--- src/hw/rtl/zcdp_pkg.sv ---
// ----------------------------------------------------------------------------
// zcdp_pkg
// Shared types and constants of the central directory parser: the result
// record, the parser phases, result kinds, error codes and header layout.
// ----------------------------------------------------------------------------
package zcdp_pkg;

    localparam int CFG_DW = 32;
    localparam int CFG_IW = 1;

    localparam logic [CFG_IW-1:0] CFG_BYTES_AVAIL = 1'd0;
    localparam logic [CFG_IW-1:0] CFG_ENTRY_COUNT = 1'd1;

    localparam logic [31:0] CENTRAL_SIG = 32'h0201_4b50;
    localparam logic [31:0] ZIP64_MARK  = 32'hFFFF_FFFF;
    localparam int          HDR_LEN     = 46;

    // byte positions inside the fixed header
    localparam logic [5:0] HDR_SIG_LAST   = 6'd3;
    localparam logic [5:0] HDR_METHOD     = 6'd10;
    localparam logic [5:0] HDR_CRC        = 6'd16;
    localparam logic [5:0] HDR_COMP       = 6'd20;
    localparam logic [5:0] HDR_UNCOMP     = 6'd24;
    localparam logic [5:0] HDR_NAME_LEN   = 6'd28;
    localparam logic [5:0] HDR_EXTRA_LEN  = 6'd30;
    localparam logic [5:0] HDR_COMM_LEN   = 6'd32;
    localparam logic [5:0] HDR_LOCAL_OFF  = 6'd42;
    localparam logic [5:0] HDR_LAST       = 6'd45;

    localparam logic ACT_START = 1'b0;

    localparam logic [1:0] KIND_ENTRY = 2'd0;
    localparam logic [1:0] KIND_NAME  = 2'd1;
    localparam logic [1:0] KIND_DONE  = 2'd2;
    localparam logic [1:0] KIND_ERROR = 2'd3;

    localparam logic [2:0] ERR_NONE      = 3'd0;
    localparam logic [2:0] ERR_OFFSET    = 3'd1;
    localparam logic [2:0] ERR_MALFORMED = 3'd2;
    localparam logic [2:0] ERR_ZIP64     = 3'd3;
    localparam logic [2:0] ERR_NAME      = 3'd4;

    localparam int QDEPTH = 4;
    localparam int QAW    = $clog2(QDEPTH);
    localparam int QCW    = $clog2(QDEPTH + 1);

    typedef enum logic [3:0] {
        PH_IDLE   = 4'b0001,
        PH_HEADER = 4'b0010,
        PH_NAME   = 4'b0100,
        PH_SKIP   = 4'b1000
    } phase_t;

    typedef struct packed {
        logic [1:0]  result_kind;
        logic [15:0] entry_index;
        logic [15:0] method;
        logic [31:0] crc_value;
        logic [31:0] comp_bytes;
        logic [31:0] uncomp_bytes;
        logic [31:0] local_offset;
        logic [15:0] name_len;
        logic [7:0]  name_byte;
        logic        name_last;
        logic [2:0]  error_code;
    } res_t;

    typedef struct packed {
        logic first;
        logic second;
    } push_t;

endpackage

--- src/hw/rtl/zcdp_in_if.sv ---
// ----------------------------------------------------------------------------
// zcdp_in_if
// Input channel of the parser: start or directory byte items.
// ----------------------------------------------------------------------------
interface zcdp_in_if;
    logic       valid;
    logic       ready;
    logic       action;
    logic [7:0] data_byte;

    modport source (output valid, output action, output data_byte, input ready);
    modport sink   (input valid, input action, input data_byte, output ready);
endinterface

--- src/hw/rtl/zcdp_out_if.sv ---
// ----------------------------------------------------------------------------
// zcdp_out_if
// Output channel of the parser: entry records, name bytes, completion, errors.
// ----------------------------------------------------------------------------
interface zcdp_out_if;
    logic        valid;
    logic        ready;
    logic [1:0]  result_kind;
    logic [15:0] entry_index;
    logic [15:0] method;
    logic [31:0] crc_value;
    logic [31:0] comp_bytes;
    logic [31:0] uncomp_bytes;
    logic [31:0] local_offset;
    logic [15:0] name_len;
    logic [7:0]  name_byte;
    logic        name_last;
    logic [2:0]  error_code;

    modport source (
        output valid, output result_kind, output entry_index, output method,
        output crc_value, output comp_bytes, output uncomp_bytes,
        output local_offset, output name_len, output name_byte,
        output name_last, output error_code, input ready
    );
    modport sink (
        input valid, input result_kind, input entry_index, input method,
        input crc_value, input comp_bytes, input uncomp_bytes,
        input local_offset, input name_len, input name_byte,
        input name_last, input error_code, output ready
    );
endinterface

--- src/hw/rtl/zcdp_front.sv ---
// ----------------------------------------------------------------------------
// zcdp_front
// Byte parser: holds the configuration, walks each fixed header, name, extra
// and comment field, and produces up to two result records per item.
// ----------------------------------------------------------------------------
module zcdp_front (
    input  logic                         clk,
    input  logic                         rst_n,
    input  logic                         cfg_we,
    input  logic [zcdp_pkg::CFG_IW-1:0]  cfg_index,
    input  logic [zcdp_pkg::CFG_DW-1:0]  cfg_wdata,
    input  logic                         accept,
    input  logic                         action,
    input  logic [7:0]                   data_byte,
    output zcdp_pkg::push_t              push,
    output zcdp_pkg::res_t               res0,
    output zcdp_pkg::res_t               res1
);
    import zcdp_pkg::*;

    logic [31:0] avail_reg;
    logic [15:0] count_reg;

    phase_t      phase_reg, phase_next;
    logic [5:0]  hdr_pos_reg, hdr_pos_next;
    logic [33:0] consumed_reg, consumed_next;
    logic [15:0] entry_reg, entry_next;
    logic [23:0] sig_reg, sig_next;
    logic [15:0] method_reg, method_next;
    logic [31:0] crc_reg, crc_next;
    logic [31:0] comp_reg, comp_next;
    logic [31:0] uncomp_reg, uncomp_next;
    logic [31:0] loff_reg, loff_next;
    logic [15:0] nlen_reg, nlen_next;
    logic [15:0] xlen_reg, xlen_next;
    logic [15:0] clen_reg, clen_next;
    logic [15:0] name_rem_reg, name_rem_next;
    logic [16:0] skip_rem_reg, skip_rem_next;

    logic [33:0] consumed_inc;
    logic [15:0] oe_entry;
    logic [33:0] oe_consumed;
    logic        oe_done;
    logic        oe_bad;
    logic        open_req;
    res_t        open_res;
    logic [1:0]  lane4;
    logic [1:0]  off_lane;
    logic        zip64_hit;
    logic        name_over;
    logic [16:0] skip_sum;

    always_ff @(posedge clk or negedge rst_n)
    begin
        if (!rst_n)
        begin
            avail_reg <= '0;
            count_reg <= '0;
        end
        else if (cfg_we)
        begin
            unique case (cfg_index)
                CFG_BYTES_AVAIL: avail_reg <= cfg_wdata;
                CFG_ENTRY_COUNT: count_reg <= cfg_wdata[15:0];
                default: ;
            endcase
        end
    end

    assign consumed_inc = consumed_reg + 34'd1;
    assign oe_entry     = (action == ACT_START) ? 16'd0 : entry_reg + 16'd1;
    assign oe_consumed  = (action == ACT_START) ? 34'd0 : consumed_inc;
    assign oe_done      = oe_entry >= count_reg;
    assign oe_bad       = ({1'b0, oe_consumed} + 35'(HDR_LEN)) > {3'b000, avail_reg};
    assign lane4        = hdr_pos_reg[1:0];
    assign off_lane     = 2'(hdr_pos_reg - HDR_LOCAL_OFF);

    always_comb
    begin
        phase_next    = phase_reg;
        hdr_pos_next  = hdr_pos_reg;
        consumed_next = consumed_reg;
        entry_next    = entry_reg;
        sig_next      = sig_reg;
        method_next   = method_reg;
        crc_next      = crc_reg;
        comp_next     = comp_reg;
        uncomp_next   = uncomp_reg;
        loff_next     = loff_reg;
        nlen_next     = nlen_reg;
        xlen_next     = xlen_reg;
        clen_next     = clen_reg;
        name_rem_next = name_rem_reg;
        skip_rem_next = skip_rem_reg;
        push          = '0;
        res0          = '0;
        res1          = '0;
        open_req      = 1'b0;
        open_res      = '0;
        zip64_hit     = 1'b0;
        name_over     = 1'b0;
        skip_sum      = '0;

        if (accept)
        begin
            if (action == ACT_START)
            begin
                phase_next    = PH_IDLE;
                hdr_pos_next  = '0;
                consumed_next = '0;
                entry_next    = '0;
                sig_next      = '0;
                name_rem_next = '0;
                skip_rem_next = '0;
                if (avail_reg == 32'd0)
                begin
                    push.first       = 1'b1;
                    res0.result_kind = KIND_ERROR;
                    res0.error_code  = ERR_OFFSET;
                end
                else
                begin
                    open_req = 1'b1;
                end
            end
            else
            begin
                unique case (phase_reg)
                    PH_IDLE: ;
                    PH_HEADER:
                    begin
                        consumed_next = consumed_inc;
                        if (hdr_pos_reg <= HDR_SIG_LAST)
                            sig_next = {data_byte, sig_reg[23:8]};
                        if (hdr_pos_reg >= HDR_METHOD && hdr_pos_reg < HDR_METHOD + 6'd2)
                            method_next[{hdr_pos_reg[0], 3'b000} +: 8] = data_byte;
                        if (hdr_pos_reg >= HDR_CRC && hdr_pos_reg < HDR_COMP)
                            crc_next[{lane4, 3'b000} +: 8] = data_byte;
                        if (hdr_pos_reg >= HDR_COMP && hdr_pos_reg < HDR_UNCOMP)
                            comp_next[{lane4, 3'b000} +: 8] = data_byte;
                        if (hdr_pos_reg >= HDR_UNCOMP && hdr_pos_reg < HDR_NAME_LEN)
                            uncomp_next[{lane4, 3'b000} +: 8] = data_byte;
                        if (hdr_pos_reg >= HDR_NAME_LEN && hdr_pos_reg < HDR_EXTRA_LEN)
                            nlen_next[{hdr_pos_reg[0], 3'b000} +: 8] = data_byte;
                        if (hdr_pos_reg >= HDR_EXTRA_LEN && hdr_pos_reg < HDR_COMM_LEN)
                            xlen_next[{hdr_pos_reg[0], 3'b000} +: 8] = data_byte;
                        if (hdr_pos_reg >= HDR_COMM_LEN && hdr_pos_reg < HDR_COMM_LEN + 6'd2)
                            clen_next[{hdr_pos_reg[0], 3'b000} +: 8] = data_byte;
                        if (hdr_pos_reg >= HDR_LOCAL_OFF)
                            loff_next[{off_lane, 3'b000} +: 8] = data_byte;

                        zip64_hit = comp_reg == ZIP64_MARK || uncomp_reg == ZIP64_MARK
                                    || loff_next == ZIP64_MARK;
                        name_over = ({1'b0, consumed_inc} + {19'd0, nlen_reg})
                                    > {3'b000, avail_reg};
                        skip_sum  = {1'b0, xlen_reg} + {1'b0, clen_reg};

                        if (hdr_pos_reg == HDR_SIG_LAST
                            && {data_byte, sig_reg} != CENTRAL_SIG)
                        begin
                            phase_next       = PH_IDLE;
                            push.first       = 1'b1;
                            res0.result_kind = KIND_ERROR;
                            res0.entry_index = entry_reg;
                            res0.error_code  = ERR_MALFORMED;
                        end
                        else if (hdr_pos_reg != HDR_LAST)
                        begin
                            hdr_pos_next = hdr_pos_reg + 6'd1;
                        end
                        else if (zip64_hit || name_over)
                        begin
                            phase_next       = PH_IDLE;
                            push.first       = 1'b1;
                            res0.result_kind = KIND_ERROR;
                            res0.entry_index = entry_reg;
                            res0.error_code  = zip64_hit ? ERR_ZIP64 : ERR_NAME;
                        end
                        else
                        begin
                            push.first             = 1'b1;
                            res0.result_kind       = KIND_ENTRY;
                            res0.entry_index       = entry_reg;
                            res0.method            = method_reg;
                            res0.crc_value         = crc_reg;
                            res0.comp_bytes        = comp_reg;
                            res0.uncomp_bytes      = uncomp_reg;
                            res0.local_offset      = loff_next;
                            res0.name_len          = nlen_reg;
                            hdr_pos_next           = '0;
                            skip_rem_next          = skip_sum;
                            name_rem_next          = nlen_reg;
                            if (nlen_reg != 16'd0)
                                phase_next = PH_NAME;
                            else if (skip_sum != 17'd0)
                                phase_next = PH_SKIP;
                            else
                                open_req = 1'b1;
                        end
                    end
                    PH_NAME:
                    begin
                        consumed_next    = consumed_inc;
                        name_rem_next    = name_rem_reg - 16'd1;
                        push.first       = 1'b1;
                        res0.result_kind = KIND_NAME;
                        res0.entry_index = entry_reg;
                        res0.name_len    = nlen_reg;
                        res0.name_byte   = data_byte;
                        res0.name_last   = name_rem_reg == 16'd1;
                        if (name_rem_reg == 16'd1)
                        begin
                            if (skip_rem_reg != 17'd0)
                                phase_next = PH_SKIP;
                            else
                                open_req = 1'b1;
                        end
                    end
                    PH_SKIP:
                    begin
                        consumed_next = consumed_inc;
                        skip_rem_next = skip_rem_reg - 17'd1;
                        if (skip_rem_reg == 17'd1)
                            open_req = 1'b1;
                    end
                    default: ;
                endcase
            end
        end

        // opening the next entry: completion, bounds error or a fresh header
        if (open_req)
        begin
            entry_next = oe_entry;
            if (oe_done)
            begin
                phase_next           = PH_IDLE;
                open_res.result_kind = KIND_DONE;
                open_res.entry_index = count_reg;
            end
            else if (oe_bad)
            begin
                phase_next           = PH_IDLE;
                open_res.result_kind = KIND_ERROR;
                open_res.entry_index = oe_entry;
                open_res.error_code  = ERR_MALFORMED;
            end
            else
            begin
                phase_next   = PH_HEADER;
                hdr_pos_next = '0;
                sig_next     = '0;
            end
            if (oe_done || oe_bad)
            begin
                if (push.first)
                begin
                    push.second = 1'b1;
                    res1        = open_res;
                end
                else
                begin
                    push.first = 1'b1;
                    res0       = open_res;
                end
            end
        end
    end

    always_ff @(posedge clk or negedge rst_n)
    begin
        if (!rst_n)
        begin
            phase_reg    <= PH_IDLE;
            hdr_pos_reg  <= '0;
            consumed_reg <= '0;
            entry_reg    <= '0;
            sig_reg      <= '0;
            method_reg   <= '0;
            crc_reg      <= '0;
            comp_reg     <= '0;
            uncomp_reg   <= '0;
            loff_reg     <= '0;
            nlen_reg     <= '0;
            xlen_reg     <= '0;
            clen_reg     <= '0;
            name_rem_reg <= '0;
            skip_rem_reg <= '0;
        end
        else
        begin
            phase_reg    <= phase_next;
            hdr_pos_reg  <= hdr_pos_next;
            consumed_reg <= consumed_next;
            entry_reg    <= entry_next;
            sig_reg      <= sig_next;
            method_reg   <= method_next;
            crc_reg      <= crc_next;
            comp_reg     <= comp_next;
            uncomp_reg   <= uncomp_next;
            loff_reg     <= loff_next;
            nlen_reg     <= nlen_next;
            xlen_reg     <= xlen_next;
            clen_reg     <= clen_next;
            name_rem_reg <= name_rem_next;
            skip_rem_reg <= skip_rem_next;
        end
    end

`ifndef SYNTH
    a_second_terminal : assert property (@(posedge clk) disable iff (!rst_n)
        push.second |-> (res1.result_kind == KIND_DONE || res1.result_kind == KIND_ERROR))
        else $error("second item of a step is neither completion nor error");
    a_error_idles : assert property (@(posedge clk) disable iff (!rst_n)
        (push.first && res0.result_kind == KIND_ERROR) |=> phase_reg == PH_IDLE)
        else $error("parser left idle after an error");
    a_hdr_pos_range : assert property (@(posedge clk) disable iff (!rst_n)
        phase_reg == PH_HEADER |-> hdr_pos_reg <= HDR_LAST)
        else $error("header position past the fixed header");
`endif

endmodule

--- src/hw/rtl/zcdp_queue.sv ---
// ----------------------------------------------------------------------------
// zcdp_queue
// Result queue and output side: takes up to two records a cycle from the
// parser and hands them out one item at a time.
// ----------------------------------------------------------------------------
module zcdp_queue (
    input  logic             clk,
    input  logic             rst_n,
    input  zcdp_pkg::push_t  push,
    input  zcdp_pkg::res_t   res0,
    input  zcdp_pkg::res_t   res1,
    output logic             space_ok,
    zcdp_out_if.source       out_ch
);
    import zcdp_pkg::*;

    res_t           slot_reg [QDEPTH];
    logic [QAW-1:0] wr_ptr_reg;
    logic [QAW-1:0] rd_ptr_reg;
    logic [QCW-1:0] count_reg;
    logic           pop;
    res_t           head;

    assign space_ok = count_reg <= QCW'(QDEPTH - 2);
    assign pop      = out_ch.valid && out_ch.ready;
    assign head     = slot_reg[rd_ptr_reg];

    always_ff @(posedge clk)
    begin
        if (push.first)
            slot_reg[wr_ptr_reg] <= res0;
        if (push.second)
            slot_reg[QAW'(wr_ptr_reg + 1'b1)] <= res1;
    end

    always_ff @(posedge clk or negedge rst_n)
    begin
        if (!rst_n)
        begin
            wr_ptr_reg <= '0;
            rd_ptr_reg <= '0;
            count_reg  <= '0;
        end
        else
        begin
            wr_ptr_reg <= QAW'(wr_ptr_reg + QAW'(push.first) + QAW'(push.second));
            if (pop)
                rd_ptr_reg <= QAW'(rd_ptr_reg + 1'b1);
            count_reg  <= QCW'(count_reg + QCW'(push.first) + QCW'(push.second)
                               - QCW'(pop));
        end
    end

    assign out_ch.valid             = count_reg != '0;
    assign out_ch.result_kind       = head.result_kind;
    assign out_ch.entry_index       = head.entry_index;
    assign out_ch.method            = head.method;
    assign out_ch.crc_value         = head.crc_value;
    assign out_ch.comp_bytes        = head.comp_bytes;
    assign out_ch.uncomp_bytes      = head.uncomp_bytes;
    assign out_ch.local_offset      = head.local_offset;
    assign out_ch.name_len          = head.name_len;
    assign out_ch.name_byte         = head.name_byte;
    assign out_ch.name_last         = head.name_last;
    assign out_ch.error_code        = head.error_code;

`ifndef SYNTH
    a_no_overflow : assert property (@(posedge clk) disable iff (!rst_n)
        count_reg <= QCW'(QDEPTH))
        else $error("result queue overflow");
    a_push_order : assert property (@(posedge clk) disable iff (!rst_n)
        push.second |-> push.first)
        else $error("second record pushed without the first");
    a_pop_count : assert property (@(posedge clk) disable iff (!rst_n)
        (pop && !push.first) |=> count_reg == QCW'($past(count_reg) - QCW'(1)))
        else $error("queue count not reduced by a pop");
`endif

endmodule

--- src/hw/rtl/zip_central_directory_parser.sv ---
// ----------------------------------------------------------------------------
// zip_central_directory_parser
// Streams a zip central directory one byte per item and emits entry records,
// name bytes, completion or a single error.
// ----------------------------------------------------------------------------
// The parser takes one item per clock while at least two slots of its
// four-entry result queue are free, so with the output side taking items
// freely it sustains one directory byte per cycle. A result is registered in
// the result queue before it reaches the output. A step that closes an entry
// may yield two results (the last name byte or the entry record, then
// completion or an error); both enter the queue in the same cycle and leave
// it one after the other. Configuration is sampled live by the parser and
// should be written only while no parse is in flight.
module zip_central_directory_parser (
    input  logic                         clk,
    input  logic                         rst_n,
    input  logic                         cfg_we,
    input  logic [zcdp_pkg::CFG_IW-1:0]  cfg_index,
    input  logic [zcdp_pkg::CFG_DW-1:0]  cfg_wdata,
    zcdp_in_if.sink                      in_ch,
    zcdp_out_if.source                   out_ch
);
    import zcdp_pkg::*;

    push_t push;
    res_t  res0;
    res_t  res1;
    logic  space_ok;
    logic  accept;

    assign in_ch.ready = space_ok;
    assign accept      = in_ch.valid && space_ok;

    zcdp_front u_front (
        .clk       (clk),
        .rst_n     (rst_n),
        .cfg_we    (cfg_we),
        .cfg_index (cfg_index),
        .cfg_wdata (cfg_wdata),
        .accept    (accept),
        .action    (in_ch.action),
        .data_byte (in_ch.data_byte),
        .push      (push),
        .res0      (res0),
        .res1      (res1)
    );

    zcdp_queue u_queue (
        .clk      (clk),
        .rst_n    (rst_n),
        .push     (push),
        .res0     (res0),
        .res1     (res1),
        .space_ok (space_ok),
        .out_ch   (out_ch)
    );

endmodule

--- src/flat_wrapper.sv ---
// flat-port wrapper written by rule: the top's interface ports become plain ports
module zip_central_directory_parser_flat import zcdp_pkg::*;
  (clk, rst_n, cfg_we, cfg_index, cfg_wdata, in_ch_valid, in_ch_action, in_ch_data_byte, in_ch_ready, out_ch_valid, out_ch_result_kind, out_ch_entry_index, out_ch_method, out_ch_crc_value, out_ch_comp_bytes, out_ch_uncomp_bytes, out_ch_local_offset, out_ch_name_len, out_ch_name_byte, out_ch_name_last, out_ch_error_code, out_ch_ready);
  zcdp_in_if in_ch_i ();
  zcdp_out_if out_ch_i ();
  input  logic clk;
  input  logic rst_n;
  input  logic cfg_we;
  input  logic [zcdp_pkg::CFG_IW-1:0] cfg_index;
  input  logic [zcdp_pkg::CFG_DW-1:0] cfg_wdata;
  input wire logic [$bits(in_ch_i.valid)-1:0] in_ch_valid;
  input wire logic [$bits(in_ch_i.action)-1:0] in_ch_action;
  input wire logic [$bits(in_ch_i.data_byte)-1:0] in_ch_data_byte;
  output wire logic [$bits(in_ch_i.ready)-1:0] in_ch_ready;
  output wire logic [$bits(out_ch_i.valid)-1:0] out_ch_valid;
  output wire logic [$bits(out_ch_i.result_kind)-1:0] out_ch_result_kind;
  output wire logic [$bits(out_ch_i.entry_index)-1:0] out_ch_entry_index;
  output wire logic [$bits(out_ch_i.method)-1:0] out_ch_method;
  output wire logic [$bits(out_ch_i.crc_value)-1:0] out_ch_crc_value;
  output wire logic [$bits(out_ch_i.comp_bytes)-1:0] out_ch_comp_bytes;
  output wire logic [$bits(out_ch_i.uncomp_bytes)-1:0] out_ch_uncomp_bytes;
  output wire logic [$bits(out_ch_i.local_offset)-1:0] out_ch_local_offset;
  output wire logic [$bits(out_ch_i.name_len)-1:0] out_ch_name_len;
  output wire logic [$bits(out_ch_i.name_byte)-1:0] out_ch_name_byte;
  output wire logic [$bits(out_ch_i.name_last)-1:0] out_ch_name_last;
  output wire logic [$bits(out_ch_i.error_code)-1:0] out_ch_error_code;
  input wire logic [$bits(out_ch_i.ready)-1:0] out_ch_ready;
  assign in_ch_i.valid = in_ch_valid;
  assign in_ch_i.action = in_ch_action;
  assign in_ch_i.data_byte = in_ch_data_byte;
  assign in_ch_ready = in_ch_i.ready;
  assign out_ch_valid = out_ch_i.valid;
  assign out_ch_result_kind = out_ch_i.result_kind;
  assign out_ch_entry_index = out_ch_i.entry_index;
  assign out_ch_method = out_ch_i.method;
  assign out_ch_crc_value = out_ch_i.crc_value;
  assign out_ch_comp_bytes = out_ch_i.comp_bytes;
  assign out_ch_uncomp_bytes = out_ch_i.uncomp_bytes;
  assign out_ch_local_offset = out_ch_i.local_offset;
  assign out_ch_name_len = out_ch_i.name_len;
  assign out_ch_name_byte = out_ch_i.name_byte;
  assign out_ch_name_last = out_ch_i.name_last;
  assign out_ch_error_code = out_ch_i.error_code;
  assign out_ch_i.ready = out_ch_ready;
  zip_central_directory_parser u_core (.clk(clk), .rst_n(rst_n), .cfg_we(cfg_we), .cfg_index(cfg_index), .cfg_wdata(cfg_wdata), .in_ch(in_ch_i), .out_ch(out_ch_i));
endmodule
--- config.mk ---
export PLATFORM = sky130hd
export DESIGN_NAME = zip_central_directory_parser_flat
export DESIGN_NICKNAME = d
export VERILOG_FILES = /design/src/hw/rtl/zcdp_pkg.sv /design/src/hw/rtl/zcdp_in_if.sv /design/src/hw/rtl/zcdp_out_if.sv /design/src/hw/rtl/zcdp_front.sv /design/src/hw/rtl/zcdp_queue.sv /design/src/hw/rtl/zip_central_directory_parser.sv /design/src/flat_wrapper.sv
export SDC_FILE = /design/constraint.sdc
export NUM_CORES = 2
export LEC_CHECK = 0
export ABC_AREA = 1
export BUFFER_PORTS_ARGS = -buffer_cell sky130_fd_sc_hd__buf_4
export CAP_MARGIN = 40
export CORE_MARGIN = 2
export CORE_UTILIZATION = 63
export DETAILED_ROUTE_END_ITERATION = 12
export GPL_TIMING_DRIVEN = 1
export PLACE_DENSITY = 0.87
export SLEW_MARGIN = 25
export SYNTH_ARGS = -nofsm -noshare
export SYNTH_HDL_FRONTEND = slang
export SYNTH_HIERARCHICAL = 1
export SYNTH_SLANG_ARGS = --single-unit
--- constraint.sdc ---
create_clock -name clk -period 24.5 [get_ports clk]
set_clock_uncertainty 0.15 [all_clocks]
set_input_delay 4.9 -clock clk [delete_from_list [all_inputs] [get_ports clk]]
set_output_delay 4.9 -clock clk [all_outputs]
set_load 0.01 [all_outputs]
Yosys cells after proc, flatten, opt, wreduce, memory -nomap -nowiden. Memories as Yosys holds them, arrays and structs flattened. Index checks and enable logic that the tools add are counted.

Bits in registers: 364. RAM bits: 760. Input port bits: 47. Output and inout bits: 192. Memories kept: 1.

Add/subtract/negate cells: 19. Magnitude comparators: 20. Equality and inequality tests: 23. Shifts and indexed selects: 6. Multiplexer cells: 113. Bitwise operators: 1. Reductions and logical operators: 36.

Memories: u_core.u_queue.slot_reg (words 4, bits a word 190, rd ports 1, clocked after Yosys merged registers in 0, write ports 2, RTL line zcdp_queue.sv:17) `res_t slot_reg [QDEPTH];`.

Operators with widths (count): 190-bit 2-to-1 mux (7); 160-bit 2-to-1 mux (2); 185-bit 2-to-1 mux (1); 178-bit 2-to-1 mux (1); 24-bit 2-to-1 mux (7); 144-bit 2-to-1 mux (1); 32-bit bitwise mux (4); 16-bit 2-to-1 mux (8); 32-bit 2-to-1 mux (4); 34-bit 2-to-1 mux (3); 32-bit equality test (second input constant) (3); 18-bit 2-to-1 mux (4); 35-bit by 32-bit > comparator with 1-bit output (2); 17-bit 2-to-1 mux (4); 16-bit bitwise mux (4); 16-bit case mux with 2 select lines (2); 8-bit by 7-bit variable shift with 32-bit output (first input constant) (2); 8-bit by 7-bit variable part select with 32-bit output (2); 6-bit 2-to-1 mux (9); 4-bit 2-to-1 mux (10); 18-bit case mux with 2 select lines (1); 34-bit by 16-bit adder with 35-bit output (1); 34-bit by 6-bit adder with 35-bit output (second input constant) (1); 34-bit by 1-bit adder with 34-bit output (second input constant) (1); 61 further kinds (134).

Logic depth before layout (Yosys ltp).
Depth in word-level cells: 21. Depth in mapped cells: 45. Mapped depth without buffers: 45.

Cells and area by module. Netlist, hierarchy kept.

Modules (own cells, without submodules): zcdp_queue (instances 1, cells an instance 4334, area an instance 38555.7 um^2, seq. area each 22997.1 um^2); zcdp_front (instances 1, cells an instance 3856, area an instance 26205.1 um^2, seq. area each 8934.8 um^2); zip_central_directory_parser (instances 1, cells an instance 2, area an instance 7.5 um^2, seq. area each 0.0 um^2).

Worst setup path after synthesis. No wires, ideal clock.

Path kind: input to register. Start point: input in_ch_action. End point: memory u_core/u_queue/slot_reg[0][0] in the netlist's numbering (enable). Library setup time: 1018 ps. Arrival time: 22211 ps. Data required time: 23332 ps. Slack: 1121 ps. Stages: 35. Buffers on the path: 1. Path through: clkbuf_1 > nand2_1 > ha_1 > nand2_1 > nand2_1 > nand2_1 > nand3_1 > nor2_1 > nand3_1 > nor2_1 > nand4_1 > nor2_1 > nand2_1 > nor2_1 > xor2_1 > inv_1 > ha_1 > nand2_1 > nor2_1 > nand4_1 > inv_1 > nand2_1 > nand2_1 > nand2_1 > nand2_1 > nand2_1 > nand2_1 > nand2_1 > nand3_1 > nor2_4 > nand2_2 > nand3_1 > nand2_1 > inv_1 > o31ai_1.

RTL lines: start: declaration (RTL line flat_wrapper.sv:12) `input wire logic [$bits(in_ch_i.action)-1:0] in_ch_action;`; end: declaration (RTL line zcdp_queue.sv:17).

==> metrics.md <==
| Metric | Value |
|---|---|
| Mapped Cells | 8192 |
| Drt total wl | 179000 um |
| CP dominant cell by count | nand2_1 |
| Post-layout minimum cycle time | 11.93 ns |
| R2r worst-path depth | 36 |
| Max stage delay on crit path | 0.77 ns |
| Row count | 117 |
| Pre-antenna DRT Iters | 7 |
| Mapped cell area | 64800 sq um |
| Crit path launch | in_ch_action |
| Most frequent cells in the layout | 2260 x nand2_1, 1415 x o21ai_0, 976 x inv_1 |
| TritonCTS clock tree | done |
| Post-DR vias/cell | 5.82 |
| Post-DRT Antenna Nets | 0 |
| Die Y-Extent | 325 um |
| Post-DP HPWL | 119000 um |
| Worst Hold Class | flop to flop |
| Initial DRC Count | 7632 |
| GRT Total Usage | 0.330 |
| Max-cap violations | 0 |
| Detailed-route via count | 56300 |
| Syn. warnings | 6 |
| Max FFs per register | 760 |
| Crit Path Max Fanout | 52 |
| Synth-to-Final Area Change | 8.68% |
| DP Area | 66400 sq um |
| Final net count | 8403 |
| FMAX | 83.8 MHz |
| Final core utilization | 0.691 |
| Asr flop ratio synth | 0.324 |
| HP Start | u_core/u_front/count_reg[3] |
| P per Cell Area | 86.1 nW/um^2 |
| H-tree depth | 3 |
| Worst R2R Start | u_core/u_front/consumed_reg[0] |
| DRC | 0 |
| Normalized max-slew margin | 0.174 |
| Main area contributors after synthesis | edfxtp_1 35%, dfrtp_1 14%, nand2_1 13% |
| Number of flops mapped to enable cells by yosys | 760 |
| Leak Pwr | 29.5 nW |
| Worst VDD drop | 78.6 uV |
| GR Overflow Total | 0 |
| Vias in the first global route | 53500 |
| Initial antenna violation count | 3 |
| Worst setup EP type | flop |
| PortBufs | 238 |
| CP startpoint kind | primary input |
| TritonCTS Buffers | 116 |
| Clk buf depth | 3 |
| Yosys top cell area share | 0.352 |
| Worst skew pair latency | 0.74 ns |
| Seq/Total Area, Yosys | 0.493 |
| Die Wd | 325 um |
| Most common cell after layout, fill and taps aside | nand2_1 |
| Worst path slowest cell | buf_4 |
| Final period util | 0.487 |
| Clock Tree Root | clkbuf_16 |
| Final TNS setup | 0 ns |
| Synth Area per Inst | 7.91 sq um |
| Number of hold violations in the final report | 0 |
| Status | complete, no violations |
| Initial Util | 0.636 |
| Routability congestion estimate | 0.969 |
| Main synth FF type | edfxtp_1 |
| Core area | 102000 sq um |
| Crit Reg-Reg Endpoint | u_core/u_queue/slot_reg[2][81] |
| IO Pins | 239 |
| Wire per inst | 18.5 um |
| Synth unique cells | 52 |
| Least-Margin Pin Slew | 1.24 ns |
| Power consumption | 6.06 mW |
| CP Class | primary input to flop |
| Worst hold slack | 0.332 ns |
| Finished Cell Area | 70400 sq um |
| Layout cells sized above 1 | 0.0748 |
| Final max-slew violation count | 0 |
| Setup-violating endpoint count in the final report | 0 |
| Die area | 105000 sq um |
| CTS Hold Bufs | 0 |
| Cts repair resizes | 0 |
| # fillers | 7682 |
| RSZ-0062 raised after global routing | no |
| Hold path cells | 2 |
| Post-CTS Setup Inserts | 0 |
| Global-route wire length before repair | 280000 um |
| Clk slew on worst S/H paths | 0.06 ns |
| Req. time, crit path | 24.70 ns |
| Worst path arrival time | 12.13 ns |
| Register bit total from synthesis | 1124 |
| Clock sink count | 1124 |
| Flop2flop setup slack | 14.81 ns |
| Hold endpoint | u_core/u_front/count_reg[3] |
| Yosys top cell by area | edfxtp_1 |
| Largest net degree at the start of global routing | 197 |
[through the flow]
| step | setup slack, ns | std cells |
|---|---|---|
| after detailed placement | 11.18 | 9457 |
| after global placement | 10.65 | 9428 |
| final | 12.57 | 9688 |
| after CTS | 11.91 | 9675 |
| after global routing | 11.95 | 9687 |
| after floorplan | 1.12 | 8362 |
[cells by family after synthesis]
| family | share of synthesized area |
|---|---|
| xor gates and xnor gates | 0.0108 |
| and+or+nand+nor | 0.214 |
| other | 0.0000579 |
| AOI/OAI and AO/OA | 0.142 |
| adders and majority gates | 0.0270 |
| buffers and inverters | 0.114 |
| DFF | 0.493 |
[synthesized netlist by cell type, drive strengths merged (5+ instances only)]
cell type and number:
ha 132, fa 5, o2111ai 13, a21oi 120, nor2 913, or2 9
clkinv 5, o21bai 7, a31oi 8, nand2 2268, edfxtp 760, inv 987
nand3 169, o211ai 17, xnor2 26, o22ai 21, nor3 37, a211oi 5
a21o 6, buf 374, o31ai 11, dfrtp 363, nand4 42, nor4 38
o21ai 1571, clkbuf 216, xor2 51
[critical path: cells and delay by family]
family	cells	cell delay [ns]
adder cells (fa/ha/maj)	1	0.26
XOR/XNOR	1	0.17
buffers and inverters	8	2.88
AND/OR/NAND/NOR	26	3.84
[cell type report]
cell class	count	area [sq um]	area share
Antenna cell	1	2.50	0.0000355
Clock inverter	57	509	0.00723
Timing Repair Buffer	329	3030	0.0430
Tap cell	1368	1710	0.0243
Clock buffer	161	3270	0.0465
Multi-Input combinational cell	5656	26200	0.372
Sequential cell	1124	31900	0.454
Inverter	992	3740	0.0531
[layer usage]
metal / part of all wire / track usage / vias to the layer above
li1: - / - / 26300
met1: 0.37 / 0.418 / 26200
met2: 0.48 / 0.551 / 3307
met3: 0.10 / 0.0583 / 568
met4: 0.050 / 0.158 / 4
met5: 0.00014 / 0 / -
[how the worst max path moves through the flow]
stage	endpoint	cells past startpoint	slack, ns
after floorplan	u_core/u_queue/slot_reg[0][0]	35	1.12
after global placement	u_core/u_queue/slot_reg[1][92]	35	10.65
after detailed placement	u_core/u_queue/slot_reg[2][84]	36	11.18
after CTS	u_core/u_queue/slot_reg[2][79]	36	11.91
after global routing	u_core/u_queue/slot_reg[2][77]	36	11.95
final	u_core/u_queue/slot_reg[2][81]	36	12.57
[report_power, final]
part | switching [mW] | internal, mW
clock network | 0.769 | 0.980
logic | 1.40 | 0.688
registers | 0.0742 | 2.15
Power figures use the tool's default switching activity.
